<file path="src/sv/rqb_pkg.sv">
// ============================================================================
// rqb_pkg
// Types and constants shared by the retry queue with backoff.
// ============================================================================
package rqb_pkg;

    typedef enum logic [1:0] {
        CMD_ADD    = 2'd0,
        CMD_RETRY  = 2'd1,
        CMD_FIND   = 2'd2,
        CMD_REMOVE = 2'd3
    } rqb_cmd_t;

    typedef struct packed {
        rqb_cmd_t    cmd;
        logic [31:0] key;
        logic        manual_req;
        logic [4:0]  slot_index;
        logic [7:0]  retry_count;
        logic [9:0]  jitter_ms;
        logic [31:0] now_ms;
    } rqb_in_t;

    typedef struct packed {
        logic        ok;
        logic [4:0]  found_slot;
        logic [23:0] backoff_ms;
        logic [31:0] entry_key;
        logic        entry_manual;
        logic [7:0]  entry_retries;
    } rqb_out_t;

    typedef struct packed {
        logic        manual;
        logic [7:0]  retries;
        logic [31:0] next_time;
    } rqb_entry_t;

    typedef struct packed {
        logic       used;
        rqb_entry_t ent;
    } rqb_rd_t;

    typedef struct packed {
        logic used_we;
        logic used_val;
        logic key_we;
        logic man_we;
        logic ret_we;
        logic time_we;
    } rqb_wr_ctl_t;

    localparam logic [15:0] BASE_BACKOFF_RESET = 16'd2000;
    localparam logic [23:0] MAX_BACKOFF_RESET  = 24'd60000;

    localparam logic REG_BASE_IDX = 1'b0;
    localparam logic REG_MAX_IDX  = 1'b1;

endpackage

</file>
<file path="src/sv/retry_queue_with_backoff.sv">
// ============================================================================
// retry_queue_with_backoff
// Table of retry entries with add/bump, find-ready, scheduled retry with
// exponential backoff, and remove.
// ============================================================================
// The input channel (s_valid, s_ready, s_data) takes one command per transfer
// and the result channel (m_valid, m_ready, m_data) returns exactly one result
// per command, in order. The APB port sets the base and maximum backoff.
// One command is worked on at a time; s_ready is high only while idle.
// Add and find ready scan the table one entry per cycle through the table's
// registered read port; a match or a ready entry ends the scan early.
// Schedule retry runs the backoff unit, one doubling per cycle: a retry
// count of n allows at most n - 1 doublings, and with a nonzero base the
// cap stops them after 23. Remove and refused commands skip the scan and
// the backoff unit and go from the execute state straight to done.
// The result sits in an output register; a new command is accepted while it
// waits. When the receiver stalls, a second finished result holds in the
// sequencer until the output register frees.
// Reset empties the table at once (used marks are flip-flops) and loads the
// backoff registers with 2000 ms and 60000 ms.
// ============================================================================
module retry_queue_with_backoff #(
    parameter int QUEUE_DEPTH = 32,
    parameter int KEY_BITS    = 32
) (
    input  logic              aclk,
    input  logic              aresetn,
    input  logic              s_valid,
    output logic              s_ready,
    input  rqb_pkg::rqb_in_t  s_data,
    output logic              m_valid,
    input  logic              m_ready,
    output rqb_pkg::rqb_out_t m_data,
    input  logic              psel,
    input  logic              penable,
    input  logic              pwrite,
    input  logic [2:0]        paddr,
    input  logic [31:0]       pwdata,
    output logic [31:0]       prdata,
    output logic              pready
);
    import rqb_pkg::*;

    localparam int KW    = (KEY_BITS < 32) ? KEY_BITS : 32;
    localparam int IDX_W = $clog2(QUEUE_DEPTH);
    localparam logic [IDX_W-1:0] LAST_IDX = IDX_W'(QUEUE_DEPTH - 1);
    localparam logic [IDX_W:0]   DEPTH_CNT = (IDX_W + 1)'(QUEUE_DEPTH);
    localparam logic [IDX_W:0]   SCAN_STEP = (IDX_W + 1)'(1);

    typedef enum logic [4:0] {
        ST_IDLE    = 5'b00001,
        ST_EXEC    = 5'b00010,
        ST_SCAN    = 5'b00100,
        ST_BACKOFF = 5'b01000,
        ST_DONE    = 5'b10000
    } state_t;

    state_t      state_reg, state_next;
    rqb_in_t     in_reg, in_next;
    rqb_out_t    res_reg, res_next;
    rqb_out_t    out_reg, out_next;
    logic        m_valid_reg, m_valid_next;
    logic [15:0] base_reg, base_next;
    logic [23:0] max_reg, max_next;

    logic [IDX_W:0]   scan_idx_reg, scan_idx_next;
    logic [IDX_W-1:0] chk_idx_reg, chk_idx_next;
    logic             chk_valid_reg, chk_valid_next;
    logic             free_found_reg, free_found_next;
    logic [IDX_W-1:0] free_idx_reg, free_idx_next;

    rqb_rd_t          rd_data;
    logic [KW-1:0]    rd_key;
    logic [IDX_W-1:0] wr_addr;
    rqb_wr_ctl_t      wr_ctl;
    logic [KW-1:0]    wr_key;
    rqb_entry_t       wr_ent;

    logic        bo_start;
    logic        bo_done;
    logic [23:0] bo_value;

    logic [KW-1:0]    key_m;
    logic             slot_ok;
    logic [IDX_W-1:0] slot_addr;
    logic             issue;
    logic [31:0]      tdiff;
    logic             is_ready;
    logic [31:0]      chk_idx_w;
    logic             cfg_we;

    rqb_table #(
        .DEPTH (QUEUE_DEPTH),
        .KW    (KW),
        .IDX_W (IDX_W)
    ) u_table (
        .aclk    (aclk),
        .aresetn (aresetn),
        .rd_addr (scan_idx_reg[IDX_W-1:0]),
        .rd_data (rd_data),
        .rd_key  (rd_key),
        .wr_addr (wr_addr),
        .wr_ctl  (wr_ctl),
        .wr_key  (wr_key),
        .wr_ent  (wr_ent)
    );

    rqb_backoff u_backoff (
        .aclk    (aclk),
        .aresetn (aresetn),
        .start   (bo_start),
        .base    (base_reg),
        .lim     (max_reg),
        .count   (in_reg.retry_count),
        .jitter  (in_reg.jitter_ms),
        .done    (bo_done),
        .value   (bo_value)
    );

    assign key_m     = in_reg.key[KW-1:0];
    assign slot_ok   = (32'(in_reg.slot_index) < QUEUE_DEPTH);
    assign slot_addr = IDX_W'(in_reg.slot_index);
    assign issue     = (scan_idx_reg < DEPTH_CNT);
    assign tdiff     = in_reg.now_ms - rd_data.ent.next_time;
    assign is_ready  = rd_data.used && ((rd_data.ent.next_time == 32'd0) || !tdiff[31]);
    assign chk_idx_w = 32'(chk_idx_reg);

    assign cfg_we = psel && penable && pwrite;
    assign pready = 1'b1;
    assign prdata = (paddr[2] == REG_MAX_IDX) ? {8'd0, max_reg} : {16'd0, base_reg};

    always_comb begin
        base_next = base_reg;
        max_next  = max_reg;
        if (cfg_we) begin
            if (paddr[2] == REG_BASE_IDX) begin
                base_next = pwdata[15:0];
            end else begin
                max_next = pwdata[23:0];
            end
        end
    end

    always_comb begin
        state_next      = state_reg;
        in_next         = in_reg;
        res_next        = res_reg;
        scan_idx_next   = scan_idx_reg;
        chk_idx_next    = scan_idx_reg[IDX_W-1:0];
        chk_valid_next  = 1'b0;
        free_found_next = free_found_reg;
        free_idx_next   = free_idx_reg;
        wr_addr         = chk_idx_reg;
        wr_ctl          = '0;
        wr_key          = key_m;
        wr_ent          = '0;
        bo_start        = 1'b0;
        out_next        = out_reg;
        m_valid_next    = m_valid_reg && !m_ready;

        unique case (state_reg)
            ST_IDLE: begin
                if (s_valid) begin
                    in_next    = s_data;
                    state_next = ST_EXEC;
                end
            end
            ST_EXEC: begin
                res_next        = '0;
                scan_idx_next   = '0;
                free_found_next = 1'b0;
                unique case (in_reg.cmd)
                    CMD_ADD: begin
                        state_next = (key_m == '0) ? ST_DONE : ST_SCAN;
                    end
                    CMD_FIND: begin
                        state_next = ST_SCAN;
                    end
                    CMD_RETRY: begin
                        if (slot_ok) begin
                            bo_start   = 1'b1;
                            state_next = ST_BACKOFF;
                        end else begin
                            state_next = ST_DONE;
                        end
                    end
                    CMD_REMOVE: begin
                        if (slot_ok) begin
                            wr_addr         = slot_addr;
                            wr_ctl.used_we  = 1'b1;
                            wr_ctl.used_val = 1'b0;
                            res_next.ok     = 1'b1;
                        end
                        state_next = ST_DONE;
                    end
                    default: begin
                        state_next = ST_DONE;
                    end
                endcase
            end
            ST_SCAN: begin
                if (issue) begin
                    scan_idx_next  = scan_idx_reg + SCAN_STEP;
                    chk_valid_next = 1'b1;
                end
                if (chk_valid_reg) begin
                    if (in_reg.cmd == CMD_ADD) begin
                        if (rd_data.used && (rd_key == key_m)) begin
                            wr_addr        = chk_idx_reg;
                            wr_ctl.man_we  = 1'b1;
                            wr_ctl.time_we = 1'b1;
                            wr_ent.manual  = rd_data.ent.manual | in_reg.manual_req;
                            res_next.ok    = 1'b1;
                            chk_valid_next = 1'b0;
                            state_next     = ST_DONE;
                        end else begin
                            if (!rd_data.used && !free_found_reg) begin
                                free_found_next = 1'b1;
                                free_idx_next   = chk_idx_reg;
                            end
                            if (chk_idx_reg == LAST_IDX) begin
                                chk_valid_next = 1'b0;
                                state_next     = ST_DONE;
                                if (free_found_next) begin
                                    wr_addr         = free_idx_next;
                                    wr_ctl          = '1;
                                    wr_ctl.used_val = 1'b1;
                                    wr_ent.manual   = in_reg.manual_req;
                                    res_next.ok     = 1'b1;
                                end
                            end
                        end
                    end else begin
                        if (is_ready) begin
                            res_next.ok            = 1'b1;
                            res_next.found_slot    = chk_idx_w[4:0];
                            res_next.entry_key     = 32'(rd_key);
                            res_next.entry_manual  = rd_data.ent.manual;
                            res_next.entry_retries = rd_data.ent.retries;
                            chk_valid_next         = 1'b0;
                            state_next             = ST_DONE;
                        end else if (chk_idx_reg == LAST_IDX) begin
                            chk_valid_next = 1'b0;
                            state_next     = ST_DONE;
                        end
                    end
                end
            end
            ST_BACKOFF: begin
                if (bo_done) begin
                    wr_addr            = slot_addr;
                    wr_ctl.ret_we      = 1'b1;
                    wr_ctl.time_we     = 1'b1;
                    wr_ent.retries     = in_reg.retry_count;
                    wr_ent.next_time   = in_reg.now_ms + {8'd0, bo_value};
                    res_next.ok        = 1'b1;
                    res_next.backoff_ms = bo_value;
                    state_next         = ST_DONE;
                end
            end
            ST_DONE: begin
                if (!m_valid_reg || m_ready) begin
                    out_next     = res_reg;
                    m_valid_next = 1'b1;
                    state_next   = ST_IDLE;
                end
            end
            default: begin
                state_next = ST_IDLE;
            end
        endcase
    end

    always_ff @(posedge aclk) begin
        if (!aresetn) begin
            state_reg     <= ST_IDLE;
            m_valid_reg   <= 1'b0;
            chk_valid_reg <= 1'b0;
            base_reg      <= BASE_BACKOFF_RESET;
            max_reg       <= MAX_BACKOFF_RESET;
        end else begin
            state_reg     <= state_next;
            m_valid_reg   <= m_valid_next;
            chk_valid_reg <= chk_valid_next;
            base_reg      <= base_next;
            max_reg       <= max_next;
        end
    end

    always_ff @(posedge aclk) begin
        in_reg         <= in_next;
        res_reg        <= res_next;
        out_reg        <= out_next;
        scan_idx_reg   <= scan_idx_next;
        chk_idx_reg    <= chk_idx_next;
        free_found_reg <= free_found_next;
        free_idx_reg   <= free_idx_next;
    end

    assign s_ready = (state_reg == ST_IDLE);
    assign m_valid = m_valid_reg;
    assign m_data  = out_reg;

endmodule

</file>
<file path="src/sv/rqb_table.sv">
// ============================================================================
// rqb_table
// Entry storage: used marks in flip-flops, entry fields in memories with
// per-field write enables and one registered read port.
// ============================================================================
module rqb_table #(
    parameter int DEPTH = 32,
    parameter int KW    = 32,
    parameter int IDX_W = 5
) (
    input  logic                 aclk,
    input  logic                 aresetn,
    input  logic [IDX_W-1:0]     rd_addr,
    output rqb_pkg::rqb_rd_t     rd_data,
    output logic [KW-1:0]        rd_key,
    input  logic [IDX_W-1:0]     wr_addr,
    input  rqb_pkg::rqb_wr_ctl_t wr_ctl,
    input  logic [KW-1:0]        wr_key,
    input  rqb_pkg::rqb_entry_t  wr_ent
);
    import rqb_pkg::*;

    logic [DEPTH-1:0] used_reg;
    logic [KW-1:0]    key_mem  [DEPTH];
    logic             man_mem  [DEPTH];
    logic [7:0]       ret_mem  [DEPTH];
    logic [31:0]      time_mem [DEPTH];

    always_ff @(posedge aclk) begin
        if (!aresetn) begin
            used_reg <= '0;
        end else if (wr_ctl.used_we) begin
            used_reg[wr_addr] <= wr_ctl.used_val;
        end
    end

    always_ff @(posedge aclk) begin
        if (wr_ctl.key_we) begin
            key_mem[wr_addr] <= wr_key;
        end
        if (wr_ctl.man_we) begin
            man_mem[wr_addr] <= wr_ent.manual;
        end
        if (wr_ctl.ret_we) begin
            ret_mem[wr_addr] <= wr_ent.retries;
        end
        if (wr_ctl.time_we) begin
            time_mem[wr_addr] <= wr_ent.next_time;
        end
    end

    always_ff @(posedge aclk) begin
        rd_data.used          <= used_reg[rd_addr];
        rd_data.ent.manual    <= man_mem[rd_addr];
        rd_data.ent.retries   <= ret_mem[rd_addr];
        rd_data.ent.next_time <= time_mem[rd_addr];
        rd_key                <= key_mem[rd_addr];
    end

endmodule

</file>
<file path="src/sv/rqb_backoff.sv">
// ============================================================================
// rqb_backoff
// Iterative backoff unit: doubles the base once per cycle until the retry
// count or the cap stops it, then adds jitter and clamps in a final cycle.
// ============================================================================
module rqb_backoff (
    input  logic        aclk,
    input  logic        aresetn,
    input  logic        start,
    input  logic [15:0] base,
    input  logic [23:0] lim,
    input  logic [7:0]  count,
    input  logic [9:0]  jitter,
    output logic        done,
    output logic [23:0] value
);
    import rqb_pkg::*;

    logic        run_reg, run_next;
    logic        fin_reg, fin_next;
    logic        done_reg, done_next;
    logic [23:0] b_reg, b_next;
    logic [7:0]  cnt_reg, cnt_next;
    logic [23:0] value_reg, value_next;
    logic [23:0] b_cap;
    logic [24:0] sum;

    always_comb begin
        run_next   = run_reg;
        fin_next   = fin_reg;
        done_next  = 1'b0;
        b_next     = b_reg;
        cnt_next   = cnt_reg;
        value_next = value_reg;
        b_cap      = (b_reg > lim) ? lim : b_reg;
        sum        = {1'b0, b_cap} + {15'd0, jitter};
        if (start) begin
            b_next   = {8'd0, base};
            cnt_next = count;
            run_next = 1'b1;
        end else if (run_reg) begin
            if (cnt_reg <= 8'd1) begin
                run_next = 1'b0;
                fin_next = 1'b1;
            end else if (b_reg >= {1'b0, lim[23:1]}) begin
                b_next   = lim;
                run_next = 1'b0;
                fin_next = 1'b1;
            end else begin
                b_next   = {b_reg[22:0], 1'b0};
                cnt_next = cnt_reg - 8'd1;
            end
        end else if (fin_reg) begin
            value_next = (sum > {1'b0, lim}) ? lim : sum[23:0];
            done_next  = 1'b1;
            fin_next   = 1'b0;
        end
    end

    always_ff @(posedge aclk) begin
        if (!aresetn) begin
            run_reg  <= 1'b0;
            fin_reg  <= 1'b0;
            done_reg <= 1'b0;
        end else begin
            run_reg  <= run_next;
            fin_reg  <= fin_next;
            done_reg <= done_next;
        end
    end

    always_ff @(posedge aclk) begin
        b_reg     <= b_next;
        cnt_reg   <= cnt_next;
        value_reg <= value_next;
    end

    assign done  = done_reg;
    assign value = value_reg;

endmodule
</file>
<file path="config.mk">
export PLATFORM = sky130hd
export DESIGN_NAME = retry_queue_with_backoff
export DESIGN_NICKNAME = d
export VERILOG_FILES = /design/src/sv/rqb_pkg.sv /design/src/sv/retry_queue_with_backoff.sv /design/src/sv/rqb_table.sv /design/src/sv/rqb_backoff.sv
export SDC_FILE = /design/constraint.sdc
export NUM_CORES = 2
export LEC_CHECK = 0
export BUFFER_PORTS_ARGS = -buffer_cell sky130_fd_sc_hd__clkbuf_2
export CORE_AREA = 2 2 614 616
export DETAILED_ROUTE_END_ITERATION = 12
export DIE_AREA = 0 0 616 618
export PLACE_DENSITY = 0.42
export SLEW_MARGIN = 40
export SYNTH_ARGS = -nofsm -noshare
export SYNTH_HDL_FRONTEND = slang
export SYNTH_HIERARCHICAL = 1
export SYNTH_SLANG_ARGS = --single-unit
</file>
<file path="constraint.sdc">
create_clock -name aclk -period 7.9 [get_ports aclk]
set_input_delay 1.58 -clock aclk [delete_from_list [all_inputs] [get_ports aclk]]
set_output_delay 1.58 -clock aclk [all_outputs]
set_load 0.05 [all_outputs]
</file>
# Word level (Yosys, flattened, before mapping)
# Memory sizes are Yosys's and may differ from the RTL's. A register that Yosys moved wholly into a read port is not among the register bits.
# Index checks and enable logic that the tools add are counted.
word_totals:
  elab_cells: 236
  output_inout_bits: 106
  mem_count: 4
  ramBits: 2336
  regBits: 388
  inputBits: 132
classes:
  eq_ne: 25
  add_sub_neg: 5
  magnitude_cmp: 8
  mux: 111
  n_reduce_logical: 39
  bitwise_logic: 7
memory_table:
  columns: ["name", "depth", "word_bits", "rd", "rd_clocked_by_memory_dff", "wr", "line_no", "source"]
  rows:
  - ["u_table.key_mem", 32, 32, 1, 1, 1, "rqb_table.sv:24", "logic [KW-1:0] key_mem [DEPTH];"]
  - ["u_table.time_mem", 32, 32, 1, 1, 1, "rqb_table.sv:27", "logic [31:0] time_mem [DEPTH];"]
  - ["u_table.ret_mem", 32, 8, 1, 1, 1, "rqb_table.sv:26", "logic [7:0] ret_mem [DEPTH];"]
  - ["u_table.man_mem", 32, 1, 1, 1, 1, "rqb_table.sv:25", "logic man_mem [DEPTH];"]
op_table:
  columns: ["cell", "n"]
  rows:
  - ["two-way mux 41 bit", 3]
  - ["two-way mux 24 bit", 5]
  - ["two-way mux 5 bit", 18]
  - ["case mux 41 bit (2 select lines)", 1]
  - ["two-way mux 40 bit", 2]
  - ["zero test 32 bit", 2]
  - ["two-way mux 1 bit", 51]
  - ["two-way mux 16 bit", 3]
  - ["case mux 24 bit (2 select lines)", 1]
  - ["two-way mux 6 bit", 7]
  - ["adder 32 x 24 -> 32 bit", 1]
  - ["bitwise mux 32 bit", 1]
  - ["== test 32 bit", 1]
  - ["two-way mux 8 bit", 4]
  - ["subtractor 32 bit", 1]
  - ["adder 24 x 10 -> 25 bit", 1]
  - ["greater-than comparator 25 x 24 -> 1 bit", 1]
  - ["case mux 5 bit (5 select lines)", 1]
  - ["greater-or-equal comparator 24 x 23 -> 1 bit", 1]
  - ["greater-than comparator 24 bit", 1]
  - ["inequality test 2 bit, second input constant", 10]
  - ["case mux 5 bit (4 select lines)", 1]
  - ["AND reduction 2 bit", 10]
  - ["AND reduction 4 bit", 4]
  - ["other kinds (37)", 64]

# Depth between registers and ports, before layout
depth:
  word_depth: 18
  mapped_depth: 33
  depth_no_buf: 29

# Modules after synthesis
# The synthesis kept the hierarchy.
by_module_without_submodules:
  columns: ["mod", "seq_area_each_um2", "cells_each", "n_inst", "area_each_um2"]
  rows:
  - ["rqb_table", 72269.3, 3836, 1, 92476.2]
  - ["retry_queue_with_backoff", 8368.0, 1103, 1, 13450.4]
  - ["rqb_backoff", 1661.6, 636, 1, 5801.8]

# Worst setup path before layout
# No wires, ideal clock.
synth_timing:
  path_kind: "flip-flop to flip-flop"
  startpoint: "register max_reg[18]"
  endpoint: "register u_backoff.value_reg[21], in the netlist u_backoff/value[21] (data pin)"
  path_stages_with_launch: 30
  t_required_ns: 7.644
  setup_ns: 0.256
  arrival_ns: 5.986
  slack_ns: 1.658
  path_buffers: 3
  path_cell_list: "dfxtp_1 -> inv_1 -> ha_1 -> nand4_2 -> nor4_4 -> o31a_1 -> o21ai_2 -> buf_2 -> buf_1 -> buf_2 -> nand2_1 -> o21ai_0 -> fa_1 -> a21oi_2 -> o211ai_2 -> a2111oi_2 -> o31a_1 -> a21oi_2 -> a21o_1 -> nand3_1 -> o21ai_0 -> ha_1 -> a21oi_1 -> o21ai_0 -> nor3_1 -> o21ai_0 -> o31a_1 -> a21o_1 -> or4b_1 -> o211a_1"
synth_via:
  elab_chain_len: 5
synth_lines:
  columns: ["element", "line_no", "source"]
  rows:
  - ["start: declaration", "retry_queue_with_backoff.sv:64", "logic [23:0] max_reg, max_next;"]
  - ["start signal: assignment", "retry_queue_with_backoff.sv:286", "max_reg <= max_next;"]
  - ["greater-than comparator 24 bit", "rqb_backoff.sv:35", "b_cap = (b_reg > lim) ? lim : b_reg;"]
  - ["two-way mux 24 bit", "rqb_backoff.sv:35", null]
  - ["adder 24 x 10 -> 25 bit", "rqb_backoff.sv:36", "sum = {1'b0, b_cap} + {15'd0, jitter};"]
  - ["greater-than comparator 25 x 24 -> 1 bit", "rqb_backoff.sv:54", "value_next = (sum > {1'b0, lim}) ? lim : sum[23:0];"]
  - ["two-way mux 24 bit (*)", "rqb_backoff.sv:54", null]
  - ["end signal: assignment", "rqb_backoff.sv:75", "value_reg <= value_next;"]
  - ["end: declaration", "rqb_backoff.sv:24", "logic [23:0] value_reg, value_next;"]
# Every way passes the cells marked *; elsewhere a longest branch is shown, timed or not.
# A chain may end at the register's enable or synchronous reset.

# Worst setup path after layout
layout_timing:
  startpoint: "register u_backoff.b_reg[19]"
  endpoint: "register u_backoff.value_reg[16], in the netlist u_backoff/value[16] (data pin)"
layout_via:
  elab_chain_len: 5
layout_lines:
  columns: ["element", "line_no", "source"]
  rows:
  - ["start: declaration", "rqb_backoff.sv:22", "logic [23:0] b_reg, b_next;"]
  - ["start signal: assignment", "rqb_backoff.sv:73", "b_reg <= b_next;"]
  - ["greater-than comparator 24 bit", "rqb_backoff.sv:35", null]
  - ["two-way mux 24 bit (*)", "rqb_backoff.sv:35", null]
  - ["adder 24 x 10 -> 25 bit (*)", "rqb_backoff.sv:36", null]
  - ["greater-than comparator 25 x 24 -> 1 bit", "rqb_backoff.sv:54", null]
  - ["two-way mux 24 bit (*)", "rqb_backoff.sv:54", null]
# Marked as above.

==> metrics <==
status=complete, no violations; FP Rows=225; initial antenna violation count=16; worst hold slack=396 ps; die width=just over 600 um; Die Ht=618 um; CP startpoint kind=flip-flop; Clock transition at path regs=60 ps; Switching Power=0.00804 W; largest net degree at the start of global routing=95; worst slew pin tran=959 ps; htree depth=5; initial DRC count=4,995; Post-synth EDFFs=about 2,600; CTS Hold Bufs=0; top cells by area, synth=edfxtp_1 71%, mux4_2 14%, dfxtp_1 3.0%; I/O Buffers=roughly 220; vias in the first global route=between 50,000 and 60,000; clock share of power=between 40% and 50%; clk buf depth=4; Root Buffer=clkbuf_16; GR Util met3=2.25%; Primary FF master, synth=edfxtp_1; Leak=38.9 nW; Async S/R FF share, synth=0%; R2R Path Start=u_backoff/b_reg[19]; flip-flop and latch count after synthesis=2,797; First-pass DRT Iterations=7; total negative slack=0 ps; Crit Path Max Fanout=19; sequential area share after synthesis=73.7%; Largest regs=u_table/key_mem x1024, u_table/time_mem x1024, u_table/ret_mem x256; Seq pwr share=48.8%; CP Capture Type=flip-flop; met2 usage=between 20 and 30%; Synth area leader=edfxtp_1; synthesis-to-finish area growth=16.8%; combinational share of power=9.2%; Slew HR=36.1%; Max Clock Freq=138 MHz; routability cong.=0.805; Syn Area/Cell=around 20 sq um; I/O pin count=238; post_cts resized=0; P_int=approximately 0.026 W; critical path required time=about 8600 ps; Post-Route WL=334,000 um; # Post-CTS Setup Buffers=0; WL per Instance=around 30 um; R2R Path End=u_backoff/value[16]; Clock Sinks=2,797; DIE AREA=approximately 380,000 sq um; most frequent cells in the layout=2,628 x edfxtp_1, 696 x mux4_2, 328 x clkbuf_16; Post-Syn Instances=about 5,600; clk_lat worst skew=920 ps; Synthesis Warnings=6; critical path data arrival time=7920 ps; Starting Density=29.9%; Max Cap Violations=0; slowest cell on the critical path=dfxtp_1; via count=between 50,000 and 60,000; Num CTS Buffers=320; Yosys top cell area share=70.6%; crit-path most repeated cell=o21ai_0; Hold Crit Depth=0; Pins Over Slew Limit=0; fin crit share=91.8%; HP Class=reg -> reg; sw frac=23.9%; GRT met1 Usage=24.8%; Crit. Startpoint=u_backoff/b_reg[19]; FF-to-FF setup slack=around 650 ps; share of cells above drive strength 1=29.5%; DRC viols=0; CTS tree=yes; post-route ant nets=0; Worst Hold Endpoint=m_data[30]; WS Path Type=reg -> reg; global-route wire length before repair=466,000 um; vias per cell=5.01; Remaining Overflow, GRT=0; gr busiest metal=met2; HP Start=res_reg[30]; Total Routing Usage GR=17.2%; pwr dens=258 nW/um^2; cells on worst reg2reg path=25; synth unique cells=97; Crit path largest cell delay=630 ps; RSZ-0062 raised after global routing=false; Setup Skew=55.0 ps; Peak VDD IR=432 uV; Final Hold Viols=0; HPWL after DPL=around 200,000 um; total core area=374,000 sq um; final setup fails=0; Tmin final=just over 7000 ps; most common cell after layout, fill and taps aside=edfxtp_1; Synth Cell Area=112,000 sq um; # nets final=~6,300
[per-layer routing]
metal	vias to the layer above	part of all wire, %
li1	23900	-
met1	31100	46
met2	1329	48
met3	355	4.2
met4	4	1.9
met5	-	0.0045
[layout make-up]
| type | count | area (sq um) |
|---|---|---|
| Antenna cell | 8 | 20.0 |
| Clock buffer | 431 | 8710 |
| Clock inverter | 144 | 1170 |
| Fill cell | 34900 | 244000 |
| Inverter | 88 | 333 |
| Multi-Input combinational cell | 2399 | 28200 |
| Sequential cell | 2797 | 82300 |
| Tap cell | 4994 | 6250 |
| Timing Repair Buffer | 458 | 3530 |
[kinds of logic after synthesis]
logic type	count (synthesis)	share of synthesized area, %
flip-flops	2797	73.7
multiplexers	916	16.1
AND/OR/NAND/NOR	860	4.04
AO/OA/AOI/OAI	386	2.37
buffers and inverters	386	1.52
adder cells (fa/ha/maj)	140	1.58
XOR/XNOR	88	0.690
other	2	0.00672
[synth_stat cells (all sizes together), types with 3 or more instances]
library cell,count
a21boi,29
a221oi,16
o21ai,93
nor3,25
clkbuf,170
buf,128
o31ai,4
a211oi,19
and4,8
nand3,80
and2,85
a21oi,84
dfxtp,169
a21o,23
nor4,29
mux2i,101
nor2b,44
edfxtp,2628
o31a,5
and3b,3
o211ai,19
a22oi,5
a211o,6
inv,88
xnor2,61
nand4,48
o21bai,6
mux2,119
mux4,696
nor3b,8
o2111ai,4
ha,138
xor2,27
nor2,103
nand2b,11
a31oi,6
and3,150
o22ai,26
or3,7
nand2,244
or2,3
o21a,23
[worst max path at each step]
| stage | end | slack, ps | cells after the start |
|---|---|---|---|
| global route | u_backoff/value[14] | 170 | 25 |
| detailed placement | u_backoff/value[12] | 760 | 26 |
| global placement | u_backoff/value[11] | 660 | 27 |
| CTS | u_backoff/value[6] | 710 | 25 |
| finish | u_backoff/value[16] | 650 | 25 |
| floorplan | u_backoff/value[21] | 1660 | 29 |
[critical path, delay by kind of cell, from the launching register on]
kind	cells	cell delay [ps]
AOI/OAI and AO/OA	14	3460
adders and majority gates	3	1190
and+or+nand+nor	4	800
DFF	1	630
buffers and inverters	2	370
muxes	1	360
xor gates and xnor gates	1	160
[power groups by stage]
stage	sequential [W]	clock [W]	combinational [W]
final	0.0164	0.0142	0.00308
after global placement	0.0167	0	0.00301
after detailed placement	0.0167	0	0.00306
after floorplan	0.0167	0	0.00201
after global routing	0.0164	0.0152	0.00334
after CTS	0.0164	0.0146	0.00309
[metrics by stage]
stage          util (%)  instances  setup slack, ps  area, sq um  power (W)
6_report           34.9      11300              645       131000     0.0337
5_1_grt            34.9      11300              166       131000     0.0349
4_1_cts            34.9      11300              705       130000     0.0341
3_5_place_dp       32.2      10700              755       121000     0.0198
3_3_place_gp       32.1      10700              663       120000     0.0198
2_1_floorplan         -       5582             1660       112000     0.0187
No activity file was read; power rests on OpenSTA's default activity.
